`src/rtl/tpc_pkg.sv`:
```
package tpc_pkg;

    localparam int TABLE_ENTRIES  = 256;
    localparam int TEMP_FRAC_BITS = 4;
    localparam int IDX_W          = $clog2(TABLE_ENTRIES);
    localparam logic [8:0] TBL_LIMIT = 9'(TABLE_ENTRIES);

    localparam int HEAT_D_INT   = 550 << TEMP_FRAC_BITS;
    localparam int HEAT_OFF_INT = 50 << TEMP_FRAC_BITS;
    localparam int HEAT_W       = $clog2(HEAT_D_INT + 1);
    localparam int DEN_W        = (HEAT_W > 15) ? HEAT_W : 15;
    localparam int NUM_W        = DEN_W + 8;
    localparam int TS_W         = DEN_W + 2;
    localparam int Q_W          = 8;
    localparam int DIV_STAGES   = 4;
    localparam int DIV_STEP     = Q_W / DIV_STAGES;

    localparam logic [23:0] MAGENTA     = 24'hFF00FF;
    localparam logic [23:0] BG_RESET    = 24'h000000;
    localparam logic [7:0]  OVL_ALPHA   = 8'd160;
    localparam logic [7:0]  CRACK_GREY  = 8'd40;
    localparam logic [31:0] OOB_PIXEL   = 32'h000000FF;
    localparam logic [31:0] SOLID_DEBUG = 32'hFF000060;

    localparam logic [1:0] FUNC_MAT  = 2'd0;
    localparam logic [1:0] FUNC_BG   = 2'd1;
    localparam logic [1:0] FUNC_PIX  = 2'd2;
    localparam logic [1:0] FUNC_NONE = 2'd3;

    localparam logic [2:0] MODE_NONE   = 3'd0;
    localparam logic [2:0] MODE_HEAT   = 3'd1;
    localparam logic [2:0] MODE_HEALTH = 3'd2;
    localparam logic [2:0] MODE_CRACK  = 3'd3;
    localparam logic [2:0] MODE_STAIN  = 3'd4;
    localparam logic [2:0] MODE_DIAG   = 3'd5;
    localparam logic [2:0] MODE_RSVD   = 3'd7;

    localparam logic [1:0] CFG_MODE = 2'd0;
    localparam logic [1:0] CFG_SIM  = 2'd1;
    localparam logic [1:0] CFG_REG  = 2'd2;

    typedef struct packed {
        logic [1:0]         func;
        logic [7:0]         table_index;
        logic [23:0]        entry_color;
        logic               entry_flag;
        logic [14:0]        entry_hp_limit;
        logic [7:0]         cell_material;
        logic [7:0]         cell_background;
        logic               in_bounds;
        logic [31:0]        stain_rgba;
        logic signed [15:0] temperature;
        logic signed [15:0] health_value;
        logic [7:0]         crack_level;
    } in_word_t;

    typedef struct packed {
        logic [31:0] pixel_rgba;
        logic [31:0] collision_pixel;
    } out_word_t;

    typedef struct packed {
        logic [23:0] mat_color;
        logic        air;
        logic [14:0] hp_limit;
        logic [23:0] bg_color;
        logic        transparent;
    } tbl_rd_t;

    typedef logic [2:0][15:0] rgb_sum_t;

    function automatic rgb_sum_t blend_sum(logic [23:0] base, logic [23:0] src, logic [7:0] a);
        rgb_sum_t   r;
        logic [7:0] na;
        na = 8'd255 - a;
        for (int i = 0; i < 3; i++) begin
            r[i] = ({8'd0, base[8*i +: 8]} * {8'd0, na}) + ({8'd0, src[8*i +: 8]} * {8'd0, a});
        end
        return r;
    endfunction

    function automatic logic [23:0] div255_rgb(rgb_sum_t s);
        logic [23:0] o;
        logic [16:0] t;
        for (int i = 0; i < 3; i++) begin
            t = {1'b0, s[i]} + 17'd1 + {9'd0, s[i][15:8]};
            o[8*i +: 8] = t[15:8];
        end
        return o;
    endfunction

endpackage

```
`src/rtl/tpc_div.sv`:
```
module tpc_div (
    input  logic                          clk,
    input  logic [tpc_pkg::DIV_STAGES-1:0] en,
    input  logic [tpc_pkg::NUM_W-1:0]      num,
    input  logic [tpc_pkg::DEN_W-1:0]      den,
    output logic [tpc_pkg::Q_W-1:0]        quo,
    output logic                           rem_zero
);
    import tpc_pkg::*;

    logic [NUM_W-1:0] rem_reg  [DIV_STAGES];
    logic [DEN_W-1:0] den_reg  [DIV_STAGES];
    logic [Q_W-1:0]   q_reg    [DIV_STAGES];
    logic [NUM_W-1:0] rem_next [DIV_STAGES];
    logic [DEN_W-1:0] den_next [DIV_STAGES];
    logic [Q_W-1:0]   q_next   [DIV_STAGES];

    always_comb
    begin
        logic [NUM_W-1:0] r;
        logic [NUM_W-1:0] t;
        logic [DEN_W-1:0] d;
        logic [Q_W-1:0]   q;
        int               k;
        for (int s = 0; s < DIV_STAGES; s++)
        begin
            if (s == 0)
            begin
                r = num;
                d = den;
                q = '0;
            end
            else
            begin
                r = rem_reg[(s == 0) ? 0 : s - 1];
                d = den_reg[(s == 0) ? 0 : s - 1];
                q = q_reg[(s == 0) ? 0 : s - 1];
            end
            for (int j = 0; j < DIV_STEP; j++)
            begin
                k = Q_W - 1 - s * DIV_STEP - j;
                t = NUM_W'(d) << k;
                if (r >= t)
                begin
                    r    = r - t;
                    q[k] = 1'b1;
                end
            end
            rem_next[s] = r;
            den_next[s] = d;
            q_next[s]   = q;
        end
    end

    always_ff @(posedge clk)
    begin
        for (int s = 0; s < DIV_STAGES; s++)
        begin
            if (en[s])
            begin
                rem_reg[s] <= rem_next[s];
                den_reg[s] <= den_next[s];
                q_reg[s]   <= q_next[s];
            end
        end
    end

    assign quo      = q_reg[DIV_STAGES-1];
    assign rem_zero = (rem_reg[DIV_STAGES-1] == '0);

endmodule

```
`config.mk`:
```
export PLATFORM = sky130hd
export DESIGN_NAME = tpc_div
export DESIGN_NICKNAME = d
export VERILOG_FILES = /design/src/rtl/tpc_pkg.sv /design/src/rtl/tpc_div.sv
export SDC_FILE = /design/constraint.sdc
export NUM_CORES = 1
export LEC_CHECK = 0
export ABC_AREA = 0
export BUFFER_PORTS_ARGS = -buffer_cell sky130_fd_sc_hd__clkbuf_2
export CAP_MARGIN = 5
export CORE_MARGIN = 3
export CORE_UTILIZATION = 60
export CTS_CLUSTER_DIAMETER = 30
export DETAILED_ROUTE_END_ITERATION = 8
export PLACE_DENSITY = 0.78
export SLEW_MARGIN = 20
export SYNTH_ARGS = -nofsm -noshare
export SYNTH_HDL_FRONTEND = slang
export SYNTH_SLANG_ARGS = --single-unit
export TNS_END_PERCENT = 20
```
`constraint.sdc`:
```
create_clock -name clk -period 14.41 [get_ports clk]
set_input_delay 1.441 -clock clk [delete_from_list [all_inputs] [get_ports clk]]
set_output_delay 1.441 -clock clk [all_outputs]
set_load 0.005 [all_outputs]
```
======== Yosys cells after proc, flatten, opt, wreduce, memory -nomap -nowiden ========
Memory sizes are Yosys's and may differ from the RTL's.
Cells that the tools add are included.
word-level totals
  flip-flop bits (word level) ............. 0
  memory bits (writable) .................. 184
  input bits .............................. 43
  word-level logic and storage cells ...... 44
  memories kept ........................... 3
memory list
  name     words  width  read ports  clocked after memory_dff  write ports  line           text
  rem_reg  4      23     4           0                         4            tpc_div.sv:11  logic [NUM_W-1:0] rem_reg [DIV_STAGES];
  den_reg  4      15     3           0                         4            tpc_div.sv:12  logic [DEN_W-1:0] den_reg [DIV_STAGES];
  q_reg    4      8      4           0                         4            tpc_div.sv:13  logic [Q_W-1:0] q_reg [DIV_STAGES];
operators by class
  add/sub/neg operators ................... 8
  order comparisons ....................... 8
  multiplexer cells ....................... 24
  reductions and logical operators ........ 1
operator list
  operator           number
  $mux W23           8
  $ge A23 B15 Y1     1
  $ge A23 B16 Y1     1
  $ge A23 B17 Y1     1
  $ge A23 B18 Y1     1
  $ge A23 B19 Y1     1
  $ge A23 B20 Y1     1
  $ge A23 B21 Y1     1
  $ge A23 B22 Y1     1
  $logic_not A23 Y1  1
  $sub A23 B15 Y23   1
  $sub A23 B16 Y23   1
  $sub A23 B17 Y23   1
  $sub A23 B18 Y23   1
  $sub A23 B19 Y23   1
  $sub A23 B20 Y23   1
  $sub A23 B21 Y23   1
  $sub A23 B22 Y23   1
  $mux W1            16

======== Longest topological paths before layout ========
Gate-level depths: netlist (run 1).
An unclocked memory read counts as a cell.
  word-level depth ........................ 5
  mapped depth ............................ 26
  gate-level depth less buffers ........... 23

======== Least setup slack after synthesis (run 1) ========
No wires, ideal clock.
  path type ............................... input -> register
  start ................................... input port num[7] (netlist name)
  end ..................................... memory rem_reg[0][14] (netlist name) (data pin)
  setup time .............................. 260 ps
  arrival time ............................ 6,178 ps
  setup slack ............................. 7,972 ps
  stages on the path ...................... 25
  cell sequence ........................... inv_1 > ha_1 > inv_1 > fa_1 > a211oi_1 > o21ai_1 > a31oi_1 > a311oi_1 > a31oi_1 > clkbuf_1 > nand2_1 > o21ai_0 > ha_1 > nor2b_1 > o21a_1 > o21ai_0 > a21oi_1 > o311a_1 > o211ai_1 > and3_1 > or2_2 > nand2b_1 > buf_2 > buf_2 > mux2_2
RTL lines
  what                line           text
  start: declaration  tpc_div.sv:4   input logic [tpc_pkg::NUM_W-1:0] num,
  end: declaration    tpc_div.sv:11

==> results by group, run 1 <==
Status
  – Run status: completed

Clock tree
  – CTS clock-pin slew for the worst setup and hold paths: roughly 0.07 ns
  – Clock root buffer master: sky130_fd_sc_hd__clkbuf_16
  – Level count of the clock H-tree: 4
  – Clock tree from TritonCTS: done
  – Post-CTS Setup Repair Bufs: 0
  – Cts bufs inserted: 17
  – Post-cts gate resize count: 0
  – Clk_lat worst skew: between 0.4 and 0.5 ns
  – Number of buffers added to fix hold violations after cts: 0
  – Maximum clock insertion buffer count: 2
  – Clk sink count: 157

Timing
  – Final setup skew: between 0.01 and 0.015 ns
  – Number of failing setup endpoints in the final timing report: 0
  – Clock period minus final worst setup slack: ~7.2 ns
  – Headroom to the max-slew limit: 0.343
  – Hold Fails Final Rpt: 0
  – Maximum frequency from static timing analysis: 138 MHz
  – Unrepaired setup endpoints after global routing: no
  – Period utilisation layout: 0.503
  – Slew at the pin closest to its max-slew limit: approximately 1 ns
  – Total count of max-transition violations in the final report: 0
  – Setup slack of the critical path after layout: between 7 and 8 ns
  – Total Neg Setup Slack: 0 ns

Power
  – Leakage power total: 5.65 nW
  – Peak supply drop: 0.122 mV
  – Power density cells: 248 nW/µm²

Logic synthesis
  – Count of warnings emitted by yosys: 0
  – Part of the Yosys area used for sequential elements: 0.368
  – Number of synthesized register bits: 157
  – Cells after Synth: roughly 1.3k
  – Avg Cell Area, Syn: 9.53 µm²
  – Synthesized Nets: about 1.5k
  – Unique masters post-synth: 74
  – Fraction of registers with async set or reset after synthesis: 0
  – Synthesized area: between 10000 and 15000 µm²
  – Post-synth EDFFs: 157
  – Predominant post-synthesis flop cell: sky130_fd_sc_hd__edfxtp_1

Worst setup path
  – Slowest CP cell: sky130_fd_sc_hd__a31oi_2
  – Largest stage delay, worst path: approximately 0.84 ns
  – CP Data Arrival Time: ~7.4 ns
  – Required time of the critical path: 14.60 ns
  – Startpoint of the worst register-to-register path: den_reg[0][0]
  – Worst path buffer plus inverter count: 3
  – Critical path peak fanout: 24
  – WS Path Type: input pin to register
  – Start point of the critical path: num[7]
  – Critical Path, Cell by Cell: clkbuf_2 > inv_1 > ha_1 > inv_1 > fa_1 > a211oi_1 > o21ai_1 > a31oi_1 > a311oi_1 > a31oi_2 > o21ai_0 > ha_1 > nor2b_1 > o21a_1 > o21ai_0 > a21oi_1 > o311a_1 > o211ai_1 > and3_1 > or2_2 > nand2b_1 > mux2_2
  – Critical path capture point type: register
  – Startpoint type of the worst setup path: input pin
  – Cell family contributing the most delay on the critical path: compound AO/OA/AOI/OAI gates

Detailed routing
  – Count of vias placed by the detailed router: about 10k
  – Antenna-violating nets left: 0
  – Count of routing violations after the opening detailed-route iteration: 548
  – Number of iterations in the first detailed-routing pass: 5
  – Drt wl/cell: around 17 µm
  – Total detailed-routing wirelength: 27.8 mm
  – Detail-routed via count per cell: 5.96
  – DRC viols: 0

Die
  – Die span in x: 152 µm
  – Vertical extent of the die: about 150 µm
  – Die Footprint: approximately 23000 µm²
  – Count of standard-cell rows: 52
  – Effective utilization at floorplan: 0.621
  – Top Ports: 52
  – Area of the core: just over 20000 µm²

GRT
  – Largest net degree at the start of global routing: 45
  – Total global routing track utilization: 0.239
  – Grt total ovfl: 0
  – Number of global-route vias before repair: approximately 9.9k
  – Initial antenna violation count: 0
  – First-pass GRT wire length: 45.9 mm

Hold path
  – Min-delay worst type: register to register
  – Hold_sp: q_reg[2][2]

Placement
  – # port buffers: 51
  – Post-detail-place hpwl: ~22 mm
  – RD Place Congestion: 0.936
  – Post-placement setup slack: slightly below 7 ns

Final layout
  – Final net count: 1569
  – Max reg flops: between 90 and 100
  – Area Overhead vs Synth: 8.89%
  – Commonest non-fill, non-tap cell in the layout: sky130_fd_sc_hd__edfxtp_1
  – Fraction of final layout cells with drive strength greater than 1: 0.113
  – Inserted Diodes: 0
  – Most used cells in the layout excluding fill and tap cells: sky130_fd_sc_hd__edfxtp_1, sky130_fd_sc_hd__a21oi_1, sky130_fd_sc_hd__ha_1

Job
  – # Max-Cap Violations: 0
[stage by stage]
step / power (W) / util / hold slack [ns] / cell area [µm²] / instances
floorplan: 0.00256 / - / 0.400 / 12800 / 1343
global placement: 0.00292 / 0.647 / 0.401 / 13400 / 1649
detailed placement: 0.00297 / 0.647 / 0.405 / 13400 / 1649
CTS: 0.00344 / 0.676 / 0.423 / 13900 / 1681
global route: 0.00375 / 0.676 / 0.438 / 13900 / 1681
finish: 0.00345 / 0.676 / 0.421 / 13900 / 1681
[final timing paths]
path	slack [ns]	depth (start not counted)	endpoint
max	7.16	22	rem_reg[0][13]
min	0.42	0	q_reg[3][2]
max reg2reg	7.75	22	rem_reg[1][13]
min reg2reg	0.42	0	q_reg[3][2]
[cells in the mapped netlist (23+ instances only)]
| cell type | n | area (µm²) |
|---|---|---|
| sky130_fd_sc_hd__o21ai_0 | 77 | 385 |
| sky130_fd_sc_hd__a21o_1 | 35 | 263 |
| sky130_fd_sc_hd__nor3_1 | 33 | 165 |
| sky130_fd_sc_hd__edfxtp_1 | 157 | 4710 |
| sky130_fd_sc_hd__a21oi_1 | 120 | 601 |
| sky130_fd_sc_hd__xnor2_1 | 72 | 631 |
| sky130_fd_sc_hd__nor2_1 | 95 | 357 |
| sky130_fd_sc_hd__ha_1 | 120 | 1500 |
| sky130_fd_sc_hd__nand2_1 | 115 | 432 |
| sky130_fd_sc_hd__nand3_1 | 26 | 130 |
| sky130_fd_sc_hd__inv_1 | 100 | 375 |
| sky130_fd_sc_hd__mux2_2 | 47 | 529 |
| sky130_fd_sc_hd__xor2_1 | 31 | 272 |
| sky130_fd_sc_hd__nor2b_1 | 23 | 144 |
| sky130_fd_sc_hd__o21a_1 | 30 | 225 |
[layout make-up]
cell class                 instances  area (µm²)
multi-input combinational       1065        7620
fill                            1615        6680
sequential                       157        4710
clock buffer                      17         425
inverter                         100         375
tap                              270         338
timing repair buffer              57         300
clock inverter                    15         166
[per-layer routing]
metal | global-route usage | vias to the layer above | wire length (µm)
met2 | 0.451 | 200 | 14600
met3 | 0.0330 | 47 | 865
met1 | 0.276 | 4681 | 11600
li1 | - | 5098 | -
met5 | 0 | - | 0
met4 | 0.0860 | 0 | 720
[cell families (layout without fill, tap and decap cells)]
logic type	after synthesis	after routing	synth area share
simple gates	403	403	0.157
xor+xnor	103	103	0.0705
fa+ha+maj	128	128	0.130
flops	157	157	0.368
compound gates	365	365	0.181
mux	66	66	0.0570
buf+inv	121	189	0.0369
[worst register-to-register path, delay by kind of cell, from the launching register on]
family                   cells  cell delay [ns]
AO/OA/AOI/OAI                9             2.34
adder cells (fa/ha/maj)      3             0.93
buffers and inverters        3             0.39
flip-flops                   1             0.44
multiplexers                 1             0.38
AND/OR/NAND/NOR              6             1.90
[report_power, final]
| part | switching (W) | internal [W] |
|---|---|---|
| sequential | 0.0000761 | 0.000743 |
| combinational | 0.00120 | 0.000993 |
| clock | 0.000196 | 0.000247 |
Note: power is estimated with default switching activity, not from simulation.
==> run 2: changes to the inputs <==
CORE_UTILIZATION = 58   (was 60)
PLACE_DENSITY = 0.79   (was 0.78)
clock period = 5.88 ns   (was 14.41 ns; I/O delays follow)
==> run 2 against run 1 <==
- clock power grew 140%
- design area grew 1.9%
- wire length grew 6.4%
- critical path depth shrank 2
- die area grew 3.3%
- sequential cell count is the same
- global-route usage grew 0.85 points
- count of clock-buffer cells in the layout is the same
- sequential power grew 150%
- register-to-register slack lost 7.4 ns
- largest power group unchanged
- worst setup slack lost 6.9 ns
==> results by group, run 2 (same netlist as run 1, synthesis figures left out) <==
Die
  – Count of standard-cell rows: 53 (was 52)
  – Vertical extent of the die: 155 µm (was 152 µm)
  – Die span in x: 155 µm (was 152 µm)
  – Area of the core: 21400 µm² (was 20600 µm²)
  – Die Footprint: 23900 µm² (was 23100 µm²)
  – Top Ports: 52 (unchanged)
  – Effective utilization at floorplan: 0.600 (was 0.621)

GRT
  – Met1 global-route usage: 0.277 (was 0.276)
  – GRT met2 Usage: 0.448 (was 0.451)
  – Number of global-route vias before repair: 10.3k (was 9887)
  – Grt total ovfl: 0 (unchanged)
  – Largest net degree at the start of global routing: 45 (unchanged)
  – Most Crowded Layer GR: met2 (unchanged)
  – First-pass GRT wire length: 48.1 mm (was 45.9 mm)
  – Met3 capacity usage during global routing: 0.0358 (was 0.0330)
  – Total global routing track utilization: 0.248 (was 0.239)
  – Initial antenna violation count: 0 (unchanged)

Final layout
  – Inserted Diodes: 0 (unchanged)
  – Most used cells in the layout excluding fill and tap cells: sky130_fd_sc_hd__edfxtp_1, sky130_fd_sc_hd__ha_1, sky130_fd_sc_hd__a21oi_1 (was sky130_fd_sc_hd__edfxtp_1, sky130_fd_sc_hd__a21oi_1, sky130_fd_sc_hd__ha_1)
  – Commonest non-fill, non-tap cell in the layout: sky130_fd_sc_hd__edfxtp_1 (unchanged)
  – Multi-input gate area in the final layout: 7660 µm² (was 7620 µm²)
  – Area taken by flip-flops and latches: 4710 µm² (unchanged)
  – Area Overhead vs Synth: 11.0% (was 8.89%)
  – Final net count: 1597 (was 1569)
  – Final core utilization: 0.665 (was 0.676)
  – Fraction of final layout cells with drive strength greater than 1: 0.135 (was 0.113)
  – Filler Cells Inserted: 1718 (was 1615)
  – Max reg flops: 92 (unchanged)

Hold path
  – Hold-critical path endpoint: rem_reg[0][1] (was q_reg[3][2])
  – Hold_sp: num[1] (was q_reg[2][2])
  – Cells on Worst Hold Path: 1 (was 0)
  – Min-delay worst type: input pin to register (was register to register)

Timing
  – Setup slack of the critical path after layout: 0.311 ns (was 7.16 ns)
  – Slew at the pin closest to its max-slew limit: 0.972 ns (was 0.985 ns)
  – Maximum frequency from static timing analysis: 180 MHz
  – Headroom to the max-slew limit: 0.352 (was 0.343)
  – WHS: 0.334 ns (was 0.421 ns)
  – Clock period minus final worst setup slack: between 5 and 6 ns
  – Period utilisation layout: 0.947
  – Hold Fails Final Rpt: 0 (unchanged)
  – Unrepaired setup endpoints after global routing: no (unchanged)
  – Total count of max-transition violations in the final report: 0 (unchanged)
  – Final setup skew: 0.0120 ns (was 0.0130 ns)
  – Total Neg Setup Slack: 0 ns (unchanged)
  – Number of failing setup endpoints in the final timing report: 0 (unchanged)

Clock tree
  – Clock root buffer master: sky130_fd_sc_hd__clkbuf_16 (unchanged)
  – Level count of the clock H-tree: 4 (unchanged)
  – Cts bufs inserted: 17 (unchanged)
  – Number of buffers added to fix hold violations after cts: 0 (unchanged)
  – Clk_lat worst skew: 0.44 ns (about the same)
  – Clk sink count: 157 (unchanged)
  – Clock tree from TritonCTS: done (unchanged)
  – CTS clock-pin slew for the worst setup and hold paths: 0.07 ns (about the same)
  – Maximum clock insertion buffer count: 2 (unchanged)

Status
  – Run status: completed (unchanged)

Power
  – Leakage power total: 5.79 nW (was 5.65 nW)
  – Peak supply drop: 0.308 mV (was 0.122 mV)
  – Power density cells: 610 nW/µm² (was 248 nW/µm²)

Placement
  – Post-detail-place hpwl: 23.7 mm (was 22.2 mm)
  – RD Place Congestion: 0.999 (was 0.936)
  – Post-placement setup slack: 0.178 ns (was 6.80 ns)
  – # port buffers: 51 (unchanged)

Worst setup path
  – Required time of the critical path: 6.07 ns (was 14.60 ns)
  – Endpoint of the lowest-slack register-to-register path: rem_reg[3][21] (was rem_reg[1][13])
  – Startpoint type of the worst setup path: register (was input pin)
  – WS Path Type: register to register (was input pin to register)
  – Critical path capture point type: register (unchanged)
  – Count of cells along the worst register-to-register path: 20 (was 22)
  – CP Data Arrival Time: 5.76 ns (was 7.43 ns)
  – Register-to-Register Setup Slack: 0.31 ns (was 7.75 ns)
  – Critical path peak fanout: 7 (was 24)
  – Startpoint of the worst register-to-register path: rem_reg[2][1] (was den_reg[0][0])

Detailed routing
  – DRC viols: 0 (unchanged)
  – Number of iterations in the first detailed-routing pass: 5 (unchanged)
  – Detail-routed via count per cell: 6.08 (was 5.96)
  – Total detailed-routing wirelength: 29.5 mm (was 27.8 mm)
  – Count of routing violations after the opening detailed-route iteration: 521 (was 548)
  – Count of vias placed by the detailed router: 10.4k (was 10.0k)
  – Drt wl/cell: 17.2 µm (was 16.5 µm)
  – Antenna-violating nets left: 0 (unchanged)

Job
  – # Max-Cap Violations: 0 (unchanged)
-- run 2: routing by layer --
layer / part of all wire / routed length (µm) / up-vias
li1: - / - / 5152
met1: 0.40 / 11900 / 4866
met2: 0.50 / 14900 / 307
met3: 0.036 / 1050 / 89
met4: 0.060 / 1780 / 0
met5: 0 / 0 / -
-- run 2: power breakdown --
part	switching, W	internal [W]	total (W)
clock network	0.000494	0.000562	0.00106
logic	0.00303	0.00258	0.00560
registers	0.000189	0.00182	0.00201
total	0.00371	0.00496	0.00867
-- run 2: worst max-delay path by stage --
stage | cells past startpoint | slack [ns] | end | from
finish | 20 | 0.31 | rem_reg[3][21] | rem_reg[2][1]
CTS | 22 | 0.17 | rem_reg[3][21] | rem_reg[2][1]
floorplan | 25 | 0.30 | rem_reg[0][14] | num[7]
global route | 20 | 0.02 | rem_reg[3][21] | rem_reg[2][1]
detailed placement | 22 | 0.18 | rem_reg[3][21] | rem_reg[2][1]
global placement | 22 | 0.33 | rem_reg[3][21] | rem_reg[2][1]
-- run 2: worst max-delay path, cell delays in order (launching register included) --
cell,delay [ns]
sky130_fd_sc_hd__edfxtp_1,0.40
sky130_fd_sc_hd__inv_1,0.08
sky130_fd_sc_hd__ha_1,0.16
sky130_fd_sc_hd__inv_1,0.06
sky130_fd_sc_hd__fa_1,0.42
sky130_fd_sc_hd__a21oi_2,0.23
sky130_fd_sc_hd__nor2_1,0.08
sky130_fd_sc_hd__o311a_1,0.37
sky130_fd_sc_hd__o21a_4,0.27
sky130_fd_sc_hd__nor3_4,0.28
sky130_fd_sc_hd__buf_6,0.17
sky130_fd_sc_hd__mux2_2,0.35
sky130_fd_sc_hd__ha_1,0.32
sky130_fd_sc_hd__o21ai_1,0.12
sky130_fd_sc_hd__a21o_1,0.17
sky130_fd_sc_hd__a31oi_1,0.07
sky130_fd_sc_hd__a211o_1,0.32
sky130_fd_sc_hd__a21o_1,0.21
sky130_fd_sc_hd__a221o_1,0.37
sky130_fd_sc_hd__or4_1,0.54
sky130_fd_sc_hd__mux2_1,0.32
-- run 2: layout make-up --
type                       instances  share of cell area
sequential                       157               0.332
multi-input combinational       1065               0.539
clock inverter                    15             0.00986
clock buffer                      17              0.0299
inverter                         100              0.0264
timing repair buffer              85              0.0382
tap                              275              0.0242
-- run 2: repair_timing --
item                       CTS  global route
setup endpoints to repair    0            36
resized for setup            0            14
setup buffers                0             2
-- run 2: through the flow --
step,instance area [µm²],std cells,power (W)
5_1_grt,14200,1714,0.00939
3_3_place_gp,13600,1680,0.00733
3_5_place_dp,13600,1680,0.00747
6_report,14200,1714,0.00867
4_1_cts,14100,1712,0.00858
2_1_floorplan,12800,1343,0.00628
